File: src/hw/rtl/css_pkg.sv
// ----------------------------------------------------------------------------
// css_pkg
// Shared types and constants of the Colussi string search block.
// ----------------------------------------------------------------------------
package css_pkg;

    // Largest pattern, and the depth of the text ring.
    localparam int PAT_MAX = 256;
    // Width of text positions; received text counting stops at 2**(POS_W-1).
    localparam int POS_W   = 21;

    // Item and result queue geometry.
    localparam int IQ_AW = 2;
    localparam int RQ_AW = 2;

    // Input operation codes.
    localparam logic OP_PAT  = 1'b0;
    localparam logic OP_TEXT = 1'b1;

    typedef logic [8:0]       ix_t;
    typedef logic [7:0]       byte_t;
    typedef logic [POS_W-1:0] pos_t;

    typedef enum logic [1:0] {
        K_PAT,
        K_PAT_LAST,
        K_TEXT,
        K_TEXT_LAST
    } kind_t;

    typedef struct packed {
        kind_t kind;
        byte_t ch;
    } item_t;

    typedef struct packed {
        logic        found;
        logic [19:0] match_start;
        logic        text_done;
        logic        overflow;
    } res_t;

    typedef struct packed {
        logic empty;
        logic full;
        logic room2;
    } rq_stat_t;

    typedef enum logic [1:0] {
        PH_IDLE,
        PH_LOAD,
        PH_SEARCH
    } phase_t;

    typedef enum logic [4:0] {
        ST_IDLE,
        ST_CLR,
        ST_HA_RD,
        ST_HA_CMP,
        ST_HW,
        ST_HQ_RD,
        ST_HQ_CMP,
        ST_HEND,
        ST_KM_RD,
        ST_KM_WR,
        ST_RM_RD,
        ST_RM_WR,
        ST_VO_RD,
        ST_VO_WR,
        ST_NHD_LAST,
        ST_SR_VIS,
        ST_SR_TAB,
        ST_SR_NHD,
        ST_SR_WR,
        ST_SEA_V,
        ST_SEA_C,
        ST_SEA_D,
        ST_SEA_T,
        ST_SEA_U
    } state_t;

endpackage

File: src/hw/rtl/css_front.sv
// ----------------------------------------------------------------------------
// css_front
// Input queue: accepts items, classifies them and holds them for the engine.
// ----------------------------------------------------------------------------
module css_front
(
    input  logic            clk,
    input  logic            rst_n,
    input  logic            push,
    output logic            full,
    input  logic            op,
    input  logic [7:0]      ch,
    input  logic            is_last,
    input  logic            take,
    output logic            item_valid,
    output css_pkg::item_t  item
);

    localparam int DEPTH = 2 ** css_pkg::IQ_AW;

    css_pkg::item_t             q_mem [DEPTH];
    logic [css_pkg::IQ_AW-1:0]  wr_ptr_reg;
    logic [css_pkg::IQ_AW-1:0]  wr_ptr_next;
    logic [css_pkg::IQ_AW-1:0]  rd_ptr_reg;
    logic [css_pkg::IQ_AW-1:0]  rd_ptr_next;
    logic [css_pkg::IQ_AW:0]    cnt_reg;
    logic [css_pkg::IQ_AW:0]    cnt_next;
    logic                       wr;
    css_pkg::item_t             new_item;

    // Classify the incoming transaction by operation and end mark.
    always_comb
    begin
        new_item.ch = ch;
        if (op == css_pkg::OP_PAT)
        begin
            new_item.kind = is_last ? css_pkg::K_PAT_LAST : css_pkg::K_PAT;
        end
        else
        begin
            new_item.kind = is_last ? css_pkg::K_TEXT_LAST : css_pkg::K_TEXT;
        end
    end

    assign full       = (cnt_reg == (css_pkg::IQ_AW+1)'(DEPTH));
    assign item_valid = (cnt_reg != '0);
    assign wr         = push && !full;
    assign item       = q_mem[rd_ptr_reg];

    // Pointer and fill count updates.
    always_comb
    begin
        wr_ptr_next = wr ? wr_ptr_reg + 1'b1 : wr_ptr_reg;
        rd_ptr_next = take ? rd_ptr_reg + 1'b1 : rd_ptr_reg;
        cnt_next    = cnt_reg + (css_pkg::IQ_AW+1)'(wr) - (css_pkg::IQ_AW+1)'(take);
    end

    always_ff @(posedge clk)
    begin
        if (wr)
        begin
            q_mem[wr_ptr_reg] <= new_item;
        end
    end

    always_ff @(posedge clk or negedge rst_n)
    begin
        if (!rst_n)
        begin
            wr_ptr_reg <= '0;
            rd_ptr_reg <= '0;
            cnt_reg    <= '0;
        end
        else
        begin
            wr_ptr_reg <= wr_ptr_next;
            rd_ptr_reg <= rd_ptr_next;
            cnt_reg    <= cnt_next;
        end
    end

endmodule

File: config.mk
export PLATFORM = sky130hd
export DESIGN_NAME = css_front
export DESIGN_NICKNAME = d
export VERILOG_FILES = /design/src/hw/rtl/css_pkg.sv /design/src/hw/rtl/css_front.sv
export SDC_FILE = /design/constraint.sdc
export NUM_CORES = 1
export LEC_CHECK = 0
export ABC_AREA = 1
export BUFFER_PORTS_ARGS = -buffer_cell sky130_fd_sc_hd__buf_4
export CORE_MARGIN = 3
export CORE_UTILIZATION = 30
export DETAILED_ROUTE_END_ITERATION = 12
export MAX_ROUTING_LAYER = met4
export PLACE_DENSITY = 0.44
export SYNTH_ARGS = -nofsm -noshare
export SYNTH_HDL_FRONTEND = slang
export SYNTH_SLANG_ARGS = --single-unit
export TNS_END_PERCENT = 5
File: constraint.sdc
create_clock -name clk -period 4.7 [get_ports clk]
set_clock_uncertainty 0.2 [all_clocks]
set_input_delay 0.94 -clock clk [delete_from_list [all_inputs] [get_ports clk]]
set_output_delay 0.94 -clock clk [all_outputs]
set_load 0.02 [all_outputs]
* Yosys cells after proc, flatten, opt, wreduce, memory -nomap -nowiden *
Memories as Yosys holds them, arrays and structs flattened.
Index checks and enable logic that the tools add are counted.

storage, ports and cells
  output and inout port bits = 12
  register bits = 7
  RAM bits = 40
  logic and storage cells = 17
  input port bits = 14
  memories = 1

operators by class
  equality and inequality tests = 1
  multiplexer cells = 5
  reduce and logical (&&, ||, !) cells = 3
  add/subtract/negate cells = 4

memories
  name   words  bits a word  rd ports  clocked after memory_dff  write ports  RTL line         RTL
  q_mem  4      10           1         0                         1            css_front.sv:21  css_pkg::item_t q_mem [DEPTH];

operator list
  kind                                                            number
  2-bit by 1-bit adder with 2-bit output (second input constant)  2
  1-bit 2-to-1 mux                                                4
  3-bit by 1-bit adder with 3-bit output                          1
  3-bit equality test (second input constant)                     1
  3-bit nonzero test                                              1
  3-bit by 1-bit subtractor with 3-bit output                     1
  2-bit 2-to-1 mux                                                1
  1-bit logical AND                                               1
  1-bit logical NOT                                               1

* Longest topological paths before layout *
  depth in word-level cells = 5
  gate-level depth with buffers = 11
  mapped depth without buffers = 11

* Worst setup path before layout *
No wires, ideal clock.

  path type = input to register
  start = in push
  end = reg cnt_reg[2] in the netlist's numbering
  required time = 4.383 ns
  slack = 2.609 ns
  library setup time = 0.117 ns
  stages = 8
  path buffers = 0
  arrival = 1.775 ns
  path through = nand2_4 > nand2_2 > nand2_1 > ha_1 > inv_1 > fa_1 > nand3_1 > nand2_1

on the way
  word-level cells in the longest chain between the ends = 3

RTL lines
  what                                         RTL line         RTL
  start, declared                              css_front.sv:9   input logic push,
  1-bit logical AND                            css_front.sv:47  assign wr = push && !full;
  3-bit by 1-bit adder with 3-bit output       css_front.sv:55  cnt_next = cnt_reg + (css_pkg::IQ_AW+1)'(wr) - (css_pkg::IQ_AW+1)'(take);
  3-bit by 1-bit subtractor with 3-bit output  css_front.sv:55
  via cnt_next (one bit)                       css_front.sv:27  logic [css_pkg::IQ_AW:0] cnt_next;
  end signal, assigned                         css_front.sv:78  cnt_reg <= cnt_next;
  end, declared                                css_front.sv:26  logic [css_pkg::IQ_AW:0] cnt_reg;

The timed path passes the listed nets, and every way through them passes these cells.
A chain may end at the register's enable or synchronous reset.

==> results by group <==
Run status
  – Outcome: finished clean

Synth
  – Simple-Gate Fraction of Synth Area: 10.81%
  – Mapped Area: 2059 µm²
  – Mean Syn Cell Area: 12.04 µm²
  – Xor/xnor share of the synthesized area: 0.8505%
  – Synth top area share: 58.32%
  – Yosys cell types: 17
  – Post-Syn Nets: 191
  – Area share of fa/ha/maj cells after synthesis: 4.010%
  – Sequential-to-total area share from yosys stat: 66.83%
  – Post-Syn Instances: 171
  – Mux cell area share after synthesis: 0%
  – Largest family of logic cells by synthesized area: simple AND/OR/NAND/NOR gates
  – Synth area leader: edfxtp_1
  – Synthesis-stage register bit count: 47
  – Synth Area in Compound Gates: 7.776%
  – YS warnings: 0
  – Synth top area cells: edfxtp_1 58%, dfrtp_1 8.5%, nand2_1 7.7%

Die
  – I/O pin count: 26
  – Die area: 7895 µm²
  – Die height: 88.86 µm
  – Core area: 6495 µm²
  – # rows: 29
  – Die X: 88.86 µm
  – Initial Utilization: 31.71%

Critical path
  – Element type at the critical path start: flip-flop
  – Crit path max-delay family: flip-flops
  – CP arrival: 2.00 ns
  – CP endpoint: item[3]
  – Internal reg-to-reg setup slack: 2.61 ns
  – R2R Path End: q_mem[3][2]
  – CP Cell Sequence: nand2_1 -> o211ai_1 -> nand2_1 -> buf_4
  – CP Capture Type: output pin
  – R2r startpoint: cnt_reg[1]
  – Critical Path Max Stage Delay: 1.17 ns
  – Crit path depth: 4
  – Critical path origin: rd_ptr_reg[0]
  – Worst path most repeated cell: nand2_1
  – Worst-path maximum fanout: 42
  – Worst path required time: 3.56 ns
  – Worst-case reg-to-reg path depth: 4
  – Setup CP Type: reg -> out
  – Slowest CP cell: dfrtp_1
  – CP Buf/Inv Count: 1

Power
  – Power density over the cells: 625.2 nW/µm²
  – Max VDD drop: 336.8 µV
  – Leak: 0.001024 µW

CTS
  – Num CTS Buffers: 5
  – Worst-skew pair later-pin latency: 0.29 ns
  – Clk root buf: clkbuf_8
  – H-tree Lvls: 2
  – Post-CTS setup buffers: 0
  – Maximum clock insertion buffer count: 2
  – Clk slew on worst S/H paths: 0.08 ns
  – # resized after CTS: 0
  – CTS Hold Bufs: 0
  – CTS tree: built
  – Clk sinks: 47

Min path
  – Min-delay worst type: in -> async

Final layout
  – Nets: 216
  – Commonest cells after routing, fill and taps aside: 42 x nand2_1, 40 x edfxtp_1, 35 x inv_1, 25 x buf_4, 18 x o211ai_1
  – Number of flip-flops in the largest register: 40
  – Most common cell after layout, fill and taps aside: nand2_1
  – Layout cell share with drive strength beyond 1: 18.88%
  – Area growth from synthesis to layout: 15.43%
  – Antenna cells: 0

Routing
  – Routed wire per std cell: 13.11 µm
  – Initial DRC count: 55
  – Routed Antenna Nets: 0
  – Vias/cell: 4.454
  – DRT Pass-1 Iters: 4
  – DR DRC count: 0
  – Routed via count: 1216
  – Routed WL: 3578 µm

STA
  – Worst setup margin: 1.560 ns
  – Fmax: 318.4 MHz
  – Transition time of the tightest slew-check pin: 1.243 ns
  – Final Hold Vio Count: 0
  – Min Tclk post-route: 3.140 ns
  – Worst slew margin: 17.11%
  – RSZ-0062 raised after global routing: no
  – Max Slew Vio Count: 0
  – Setup_tns: 0 ns
  – Share of the clock period used by the worst path: 66.82%
  – Final Setup Violations: 0

GRT
  – Initial antenna violation count: 0
  – Total gr overflow: 0
  – Pin count of the biggest net entering global routing: 43
  – First-pass GRT wire length: 5830 µm
  – Vias in the first global route: 1202
  – Total GRT Usage: 10.40%

Placement
  – DP HPWL: 2443 µm
  – Routability cong.: 0.7152
  – Port Buffers: 25
  – Dpl ws: 1.824 ns

Flow run
  – Max-cap violations: 0
[through the flow]
stage	hold WS [ns]	utilization, %	power [µW]	cell area, µm²	cells
after floorplan	0.2914	-	1051	2059	171
after global placement	0.3117	35.02	1208	2275	266
after detailed placement	0.3242	35.02	1230	2275	266
after CTS	0.2415	36.60	1510	2377	273
after global routing	0.2328	36.60	1600	2377	273
final	0.2450	36.60	1486	2377	273
[layer usage]
layer / wire length (µm) / GRT usage (%) / part of all wire, % / vias to the layer above
met4: 45 / 3.709 / 1.3 / 0
met5: 0 / - / 0 / -
li1: - / - / - / 608
met3: 153 / 3.073 / 4.3 / 7
met2: 1734 / 16.26 / 48 / 26
met1: 1645 / 12.77 / 46 / 575
[area by class of cell]
type	count	area [µm²]
clock buffer	6	72.57
clock inverter	1	30.03
fill	636	4118
inverter	35	131.4
multi-input combinational	82	483.0
sequential	47	1376
tap	77	96.34
timing repair buffer	25	187.7
[worst register-to-register path, cell delays in order, from the launching register on]
cell and delay (ns):
dfrtp_1 0.44, nor2_2 0.08, nand2_2 0.13, nand2_4 0.09
nor2_1 0.78
[cells in the mapped netlist]
| cell | number |
|---|---|
| buf_6 | 4 |
| inv_1 | 35 |
| nand2_2 | 2 |
| clkbuf_8 | 1 |
| nor2_1 | 4 |
| o211ai_1 | 18 |
| buf_2 | 2 |
| xor2_1 | 2 |
| o211ai_2 | 2 |
| nand2_4 | 1 |
| dfrtp_1 | 7 |
| nand2_1 | 42 |
| ha_1 | 5 |
| nand3_1 | 4 |
| nor2_2 | 1 |
| edfxtp_1 | 40 |
| fa_1 | 1 |
[cell families after synthesis]
family / after synthesis
AOI/OAI and AO/OA: 20
xor gates and xnor gates: 2
adders and majority gates: 6
buffers and inverters: 42
DFF: 47
and+or+nand+nor: 54
[worst min-delay path by stage]
stage             startpoint       endpoint  slack [ns]  depth (start not counted)
3_5_place_dp   wr_ptr_reg[1]  wr_ptr_reg[1]        0.32                          2
3_3_place_gp   wr_ptr_reg[1]  wr_ptr_reg[1]        0.31                          2
6_report               rst_n     cnt_reg[2]        0.25                          1
4_1_cts                rst_n     cnt_reg[2]        0.24                          1
5_1_grt                rst_n     cnt_reg[2]        0.23                          1
2_1_floorplan  wr_ptr_reg[1]  wr_ptr_reg[1]        0.29                          2
[power breakdown]
group / leakage (µW) / switching, µW / internal, µW
registers: 0.000449 / 107 / 559
clock network: 0.0000513 / 129 / 156
logic: 0.000523 / 320 / 216
total: 0.00102 / 555 / 931
(Power assumes the default switching activity.)
