===== src/hw/rtl/css_pkg.sv =====
// ----------------------------------------------------------------------------
// css_pkg
// Shared types and constants of the Colussi string search block.
// ----------------------------------------------------------------------------
package css_pkg;

    // Largest pattern, and the depth of the text ring.
    localparam int PAT_MAX = 256;
    // Width of text positions; received text counting stops at 2**(POS_W-1).
    localparam int POS_W   = 21;

    // Item and result queue geometry.
    localparam int IQ_AW = 2;
    localparam int RQ_AW = 2;

    // Input operation codes.
    localparam logic OP_PAT  = 1'b0;
    localparam logic OP_TEXT = 1'b1;

    typedef logic [8:0]       ix_t;
    typedef logic [7:0]       byte_t;
    typedef logic [POS_W-1:0] pos_t;

    typedef enum logic [1:0] {
        K_PAT,
        K_PAT_LAST,
        K_TEXT,
        K_TEXT_LAST
    } kind_t;

    typedef struct packed {
        kind_t kind;
        byte_t ch;
    } item_t;

    typedef struct packed {
        logic        found;
        logic [19:0] match_start;
        logic        text_done;
        logic        overflow;
    } res_t;

    typedef struct packed {
        logic empty;
        logic full;
        logic room2;
    } rq_stat_t;

    typedef enum logic [1:0] {
        PH_IDLE,
        PH_LOAD,
        PH_SEARCH
    } phase_t;

    typedef enum logic [4:0] {
        ST_IDLE,
        ST_CLR,
        ST_HA_RD,
        ST_HA_CMP,
        ST_HW,
        ST_HQ_RD,
        ST_HQ_CMP,
        ST_HEND,
        ST_KM_RD,
        ST_KM_WR,
        ST_RM_RD,
        ST_RM_WR,
        ST_VO_RD,
        ST_VO_WR,
        ST_NHD_LAST,
        ST_SR_VIS,
        ST_SR_TAB,
        ST_SR_NHD,
        ST_SR_WR,
        ST_SEA_V,
        ST_SEA_C,
        ST_SEA_D,
        ST_SEA_T,
        ST_SEA_U
    } state_t;

endpackage


===== src/hw/rtl/css_result_fifo.sv =====
// ----------------------------------------------------------------------------
// css_result_fifo
// Result queue between the engine and the result ports.
// ----------------------------------------------------------------------------
module css_result_fifo
(
    input  logic               clk,
    input  logic               rst_n,
    input  logic               wr,
    input  css_pkg::res_t      wr_data,
    input  logic               pop,
    output css_pkg::res_t      rd_data,
    output css_pkg::rq_stat_t  stat
);

    localparam int DEPTH = 2 ** css_pkg::RQ_AW;

    css_pkg::res_t              q_mem [DEPTH];
    logic [css_pkg::RQ_AW-1:0]  wr_ptr_reg;
    logic [css_pkg::RQ_AW-1:0]  wr_ptr_next;
    logic [css_pkg::RQ_AW-1:0]  rd_ptr_reg;
    logic [css_pkg::RQ_AW-1:0]  rd_ptr_next;
    logic [css_pkg::RQ_AW:0]    cnt_reg;
    logic [css_pkg::RQ_AW:0]    cnt_next;
    logic                       rd;
    logic                       wr_ok;

    assign stat.empty = (cnt_reg == '0);
    assign stat.full  = (cnt_reg == (css_pkg::RQ_AW+1)'(DEPTH));
    assign stat.room2 = (cnt_reg <= (css_pkg::RQ_AW+1)'(DEPTH - 2));
    assign rd         = pop && !stat.empty;
    assign wr_ok      = wr && !stat.full;
    assign rd_data    = q_mem[rd_ptr_reg];

    // Pointer and fill count updates.
    always_comb
    begin
        wr_ptr_next = wr_ok ? wr_ptr_reg + 1'b1 : wr_ptr_reg;
        rd_ptr_next = rd ? rd_ptr_reg + 1'b1 : rd_ptr_reg;
        cnt_next    = cnt_reg + (css_pkg::RQ_AW+1)'(wr_ok) - (css_pkg::RQ_AW+1)'(rd);
    end

    always_ff @(posedge clk)
    begin
        if (wr_ok)
        begin
            q_mem[wr_ptr_reg] <= wr_data;
        end
    end

    always_ff @(posedge clk or negedge rst_n)
    begin
        if (!rst_n)
        begin
            wr_ptr_reg <= '0;
            rd_ptr_reg <= '0;
            cnt_reg    <= '0;
        end
        else
        begin
            wr_ptr_reg <= wr_ptr_next;
            rd_ptr_reg <= rd_ptr_next;
            cnt_reg    <= cnt_next;
        end
    end

endmodule


===== config.mk =====
export PLATFORM = sky130hd
export DESIGN_NAME = css_result_fifo
export DESIGN_NICKNAME = d
export VERILOG_FILES = /design/src/hw/rtl/css_pkg.sv /design/src/hw/rtl/css_result_fifo.sv
export SDC_FILE = /design/constraint.sdc
export NUM_CORES = 1
export LEC_CHECK = 0
export BUFFER_PORTS_ARGS = -buffer_cell sky130_fd_sc_hd__buf_2
export CAP_MARGIN = 10
export CELL_PAD_IN_SITES_DETAIL_PLACEMENT = 1
export CELL_PAD_IN_SITES_GLOBAL_PLACEMENT = 1
export CORE_ASPECT_RATIO = 1.4
export CORE_UTILIZATION = 26
export CTS_BUF_LIST = sky130_fd_sc_hd__clkbuf_16
export DETAILED_ROUTE_END_ITERATION = 12
export GPL_TIMING_DRIVEN = 0
export PLACE_DENSITY_LB_ADDON = 0.05
export REMOVE_ABC_BUFFERS = 1
export SETUP_SLACK_MARGIN = 0.05
export SLEW_MARGIN = 20
export SYNTH_ARGS = -nofsm -noshare
export SYNTH_HDL_FRONTEND = slang
export SYNTH_SLANG_ARGS = --single-unit

===== constraint.sdc =====
create_clock -name clk -period 3.76 [get_ports clk]
set_input_delay 0.376 -clock clk [delete_from_list [all_inputs] [get_ports clk]]
set_output_delay 0.376 -clock clk [all_outputs]
set_load 0.005 [all_outputs]

# Yosys cells after proc, flatten, opt, wreduce, memory -nomap -nowiden
# Memories as Yosys holds them, arrays and structs flattened.
# Index checks and enable logic that the tools add are counted.
# totals
ff_bits,7
ram_bits,92
inputBits,27
output_inout_bits,26
word_cells,17
n_memories,1
# classes
add_sub_neg,4
n_lt_le_gt_ge,1
n_eq_ne,1
muxes,2
n_reduce_logical,5
# mem_list
memory,words,word_bits,read_ports,rd_clocked_by_memory_dff,write_ports,line_no,rtl
q_mem,4,23,1,0,1,css_result_fifo.sv:18,css_pkg::res_t q_mem [DEPTH];
# ops
cell,count
"2-bit by 1-bit adder with 2-bit output, second input constant",2
3-bit by 1-bit adder with 3-bit output,1
"3-bit == test, second input constant",1
"3-bit by 2-bit <= comparator with 1-bit output, second input constant",1
3-bit zero test,1
3-bit by 1-bit subtractor with 3-bit output,1
1-bit logical AND,2
1-bit zero test,2
1-bit 2-to-1 mux,2

# Logic depth before layout (Yosys ltp)
# logic_depth
word_depth,5
depth_mapped,8
mapped_depth_nobuf,8

# Worst setup path after synthesis
# Ideal clock, no wire load.
# synth_path
path_type,reg-to-reg
from,register cnt_reg[1] (netlist bit)
to,register cnt_reg[2] (netlist bit)
setup_time_ns,0.122
arrival_time_ns,1.895
required_ns,3.638
slack_ns,1.744
path_stages_with_launch,9
path_buffers,0
period_less_slack_ns,2.016
path_cell_list,dfrtp_1 -> o31ai_1 -> inv_1 -> ha_1 -> inv_1 -> ha_1 -> inv_1 -> fa_1 -> xor2_1
# synth_via
elab_cells_between_ends,8
cone_classes,2 x add/sub; 1 x eq/ne; 5 x reduce/logical
# synth_rtl
item,line_no,rtl
from (decl),css_result_fifo.sv:23,logic [css_pkg::RQ_AW:0] cnt_reg;
from (signal assigned),css_result_fifo.sv:63,cnt_reg <= cnt_next;
3-bit zero test,css_result_fifo.sv:28,assign stat.empty = (cnt_reg == '0);
1-bit zero test,css_result_fifo.sv:31,assign rd = pop && !stat.empty;
1-bit logical AND,css_result_fifo.sv:31,
via rd,css_result_fifo.sv:25,logic rd;
3-bit by 1-bit subtractor with 3-bit output,css_result_fifo.sv:40,cnt_next = cnt_reg + (css_pkg::RQ_AW+1)'(wr_ok) - (css_pkg::RQ_AW+1)'(rd);
via cnt_next (one bit),css_result_fifo.sv:24,logic [css_pkg::RQ_AW:0] cnt_next;
# The timed path passes the listed nets, and every way through them passes these cells.
# A chain may end at the register's enable or synchronous reset.

==> results.md <==
- The worst setup path is captured at a primary output.
- The count of input and output buffers is 52.
- The number of global-route vias before repair was 2092.
- After detailed routing, the number of remaining DRC violations is 0.
- In this run the worst path has a maximum fanout of 17.
- Across the VDD grid, the largest voltage drop is 0.3126 mV.
- The worst endpoint required time is 3380 ps.
- After routing the design area is 4594 sq um.
- The overall power after layout is 3.414 mW.
- CTS placed an instance of clkbuf_16 at the clock tree root.
- The flow ran to the end, and the final reports show no timing, DRC or antenna violations.
- The number of max-cap violations is 0.
- After synthesis, the mean cell area works out to 23.24 sq um.
- The total congestion overflow after global routing is 0.
- Once the clock tree was built, the setup fixing pass inserted 0 buffers.
- The synthesis-to-finish area growth is 19.10%.
- The final worst hold slack is 256.4 ps.
- The first global-routing pass estimated 11.81 mm of wire.
- The number of hold violations in the final report is 0.
- From left edge to right edge, the die measures 104.9 microns.
- The min-delay analysis places its worst path in the category in2reg.
- The final layout net count is 260.
- Synthesis produced a netlist whose cell count is 166.
- The routed length on met1 is 2.848 mm.
- After legalization and detailed placement, the total HPWL measured 4.876 mm.
- The clock transition at the registers of the reported paths is 70 ps.
- Of the cells placed in the final design, the portion with a size suffix greater than 1 is 40.43%.
- In this run the cell area of the synthesized design comes to 3857 sq um.
- By area, the combinational part of the netlist is dominated by multiplexers.
- The CTS tree is built.
- The total inserted antenna cells is 0.
- The post-cts resize count is 0.
- Measured on the finished design, the core utilization comes to 31.81%.
- Setup repair after global routing left no endpoint under its margin.
- The number of synthesized register bits is 99.
- The routed design has 7.635 mm of wire.
- The number of hold buffers added after CTS is 1.
- The fraction of the mapped netlist area in compound gates is 1.006%.
- The count of synthesis-stage warnings from yosys is 0.
- The die covers 15330 sq um.
- Fill cells in the final layout number 1493.
- The wire length per cell is 18.22 microns.
- The leakage power total is 1.614 nW.
- The via count is 1770.
- The number of slew-limit violations in the final report came to 0.
- In this run the power density over the cells is 743.1 nW/um^2.
- Pin placement for this block handled 53 I/O pins.
- The worst setup path is of the reg2out kind.
- At the placement stage, the worst setup path has a slack of 1552 ps.
- The detailed-routed wire length on met3 is 319 microns.
- The post-synthesis sequential area ratio is 76.16%.
- The clock latency of the later-clocked register in the worst-skew pair is 330 ps.
- Adding up every negative setup slack in the final design gives 0 ps.
- Routability-driven placement finished with a final weighted congestion of 0.6601.
- The count of nets left with antenna violations once routing finished came out at 0.
- The critical path arrival is 1840 ps.
- The placeable core region is 14440 sq um.
- The final count of negative-setup-slack endpoints is 0.
- The number of distinct library cell variants in the gate-level netlist after synthesis is 21.
- Setup slack closes at 1546 ps.
- The overall fraction of global-route tracks in use is 10.62%.
- The initial antenna violation count was 0.
- The critical path launch point type is a flop.
- The maximum number of pins on one net before global-route repair is 25.
- After detailed placement, the total cell area comes to 4315 sq um.
- After detailed routing, the met2 layer carries 4.368 mm of wire.
- In the synthesized netlist, mux cells make up 13.92% of the area.
- The top achievable clock speed is 451.7 MHz.
- The headroom to the max-slew limit is 53.25%.
- After the first detailed-routing iteration, the DRC count stood at 35.
- The number of buffers on the longest clock path is 2.
- The standard-cell row count is 52.
- The count of clock tree sinks is 99.
- In this run the vertical extent of the chip is 146.1 microns.
- The non-filler instance count after layout is 419.
- The synthesized netlist devotes 0.6812% of its cell area to XOR and XNOR gates.
- The cell count after placement is 402.
- The total iterations of the first detailed-routing run is 4.
- The average via count per standard cell is 4.224.
- The shortest period the worst path allows is 2214 ps.
- The simple-gate share of the synthesized area is 2.854%.
- The flip-flop count of the largest register after layout is 92.
- In this run the number of H-tree levels came out at 3.
- The uppermost signal routing layer after detailed routing is met4.
- After layout, the worst path uses 58.88% of the clock period.
- Summing the areas of all fa, ha and maj instances in the mapped netlist gives 2.789% of the synthesized area.
- The total CTS buffers is 9.
- At the pin with the least slew margin, the transition time is 701.3 ps.
- On the final layout, the worst clock skew is 5.377 ps.
- The initial utilization of the core area, before any placement, comes to 26.71%.
-- synthesized netlist by cell type --
library cell,n,area share [%]
buf_12,2,1.0
nand4bb_1,2,0.58
inv_1,9,0.88
mux4_2,18,11
ha_1,7,2.3
xnor2_1,2,0.45
fa_1,1,0.52
xor2_1,1,0.23
buf_2,3,0.39
and3b_1,4,0.91
nor3_1,1,0.13
mux4_1,5,3.4
nor3b_4,1,0.49
edfxtp_1,92,72
buf_6,1,0.29
dfrtp_1,7,4.5
nand2b_1,4,0.65
nand2_1,1,0.097
o31ai_1,2,0.39
o311ai_0,1,0.23
o211ai_1,2,0.39
-- worst paths after layout --
check	startpoint	end	slack, ps	cells past startpoint
max in group asynchronous	rst_n	rd_ptr_reg[1]$_DFFE_PN0P_	3170	2
min in group asynchronous	rst_n	wr_ptr_reg[0]$_DFFE_PN0P_	410	2
min reg2reg	wr_ptr_reg[1]$_DFFE_PN0P_	wr_ptr_reg[1]$_DFFE_PN0P_	630	2
max	rd_ptr_reg[0]$_DFFE_PN0P_	rd_data[0]	1550	3
min	wr_data[4]	q_mem[1][4]$_DFFE_PP_	260	1
max reg2reg	cnt_reg[1]$_DFF_PN0_	cnt_reg[2]$_DFF_PN0_	1550	8
-- layer usage --
metal  GRT usage, %  vias up
met3          2.991        6
met5              0        -
met1          10.84      928
met4          3.803        0
met2          20.30       34
li1               -      802
-- cell usage in the layout (no fill, tap or decap) --
cell type      netlist  final
ha_1                 7      7
dfrtp_2              0      2
nor3b_4              1      1
and3b_2              0      4
inv_6                0      2
edfxtp_1            92     92
buf_2                3     52
clkinv_2             0      3
mux4_1               5      5
clkbuf_16            0      9
dfrtp_1              7      5
o211ai_1             2      2
o311ai_0             1      1
xnor2_1              2      2
buf_12               2      1
xor2_1               1      1
inv_1                9     10
nand4bb_1            2      2
o31ai_1              2      2
nand2_1              1      1
nand2b_1             4      4
mux4_2              18     18
nor3_1               1      1
dlygate4sd3_1        0      1
fa_1                 1      1
clkinvlp_4           0      1
-- final cells by class --
cell class / count / area [sq um] / share of cell area (%)
repair buffers: 54 / 290.3 / 6.318
flip-flops and latches: 99 / 2940 / 64.00
clock buffers: 9 / 225.2 / 4.902
clock inverters: 7 / 43.79 / 0.9532
inverters: 9 / 33.78 / 0.7353
well taps: 189 / 236.5 / 5.147
multi-input cells: 52 / 824.5 / 17.95
-- cells by family after synthesis --
kind of cell               after synthesis
muxes                                   23
adders and majority gates                8
xor gates and xnor gates                 3
DFF                                     99
buffers and inverters                   15
and+or+nand+nor                         13
AOI/OAI and AO/OA                        5
-- report_power, final --
part           total, mW  internal (mW)  switching (mW)
combinational      0.928          0.499           0.429
clock              0.830          0.447           0.382
sequential          1.66           1.47           0.190
total               3.41           2.41            1.00
-- critical path, stage by stage, from the launching register on --
cell	delay, ps
dfrtp_2	560
buf_12	240
mux4_1	550
buf_2	150
Note: power is estimated with default switching activity, not from simulation.
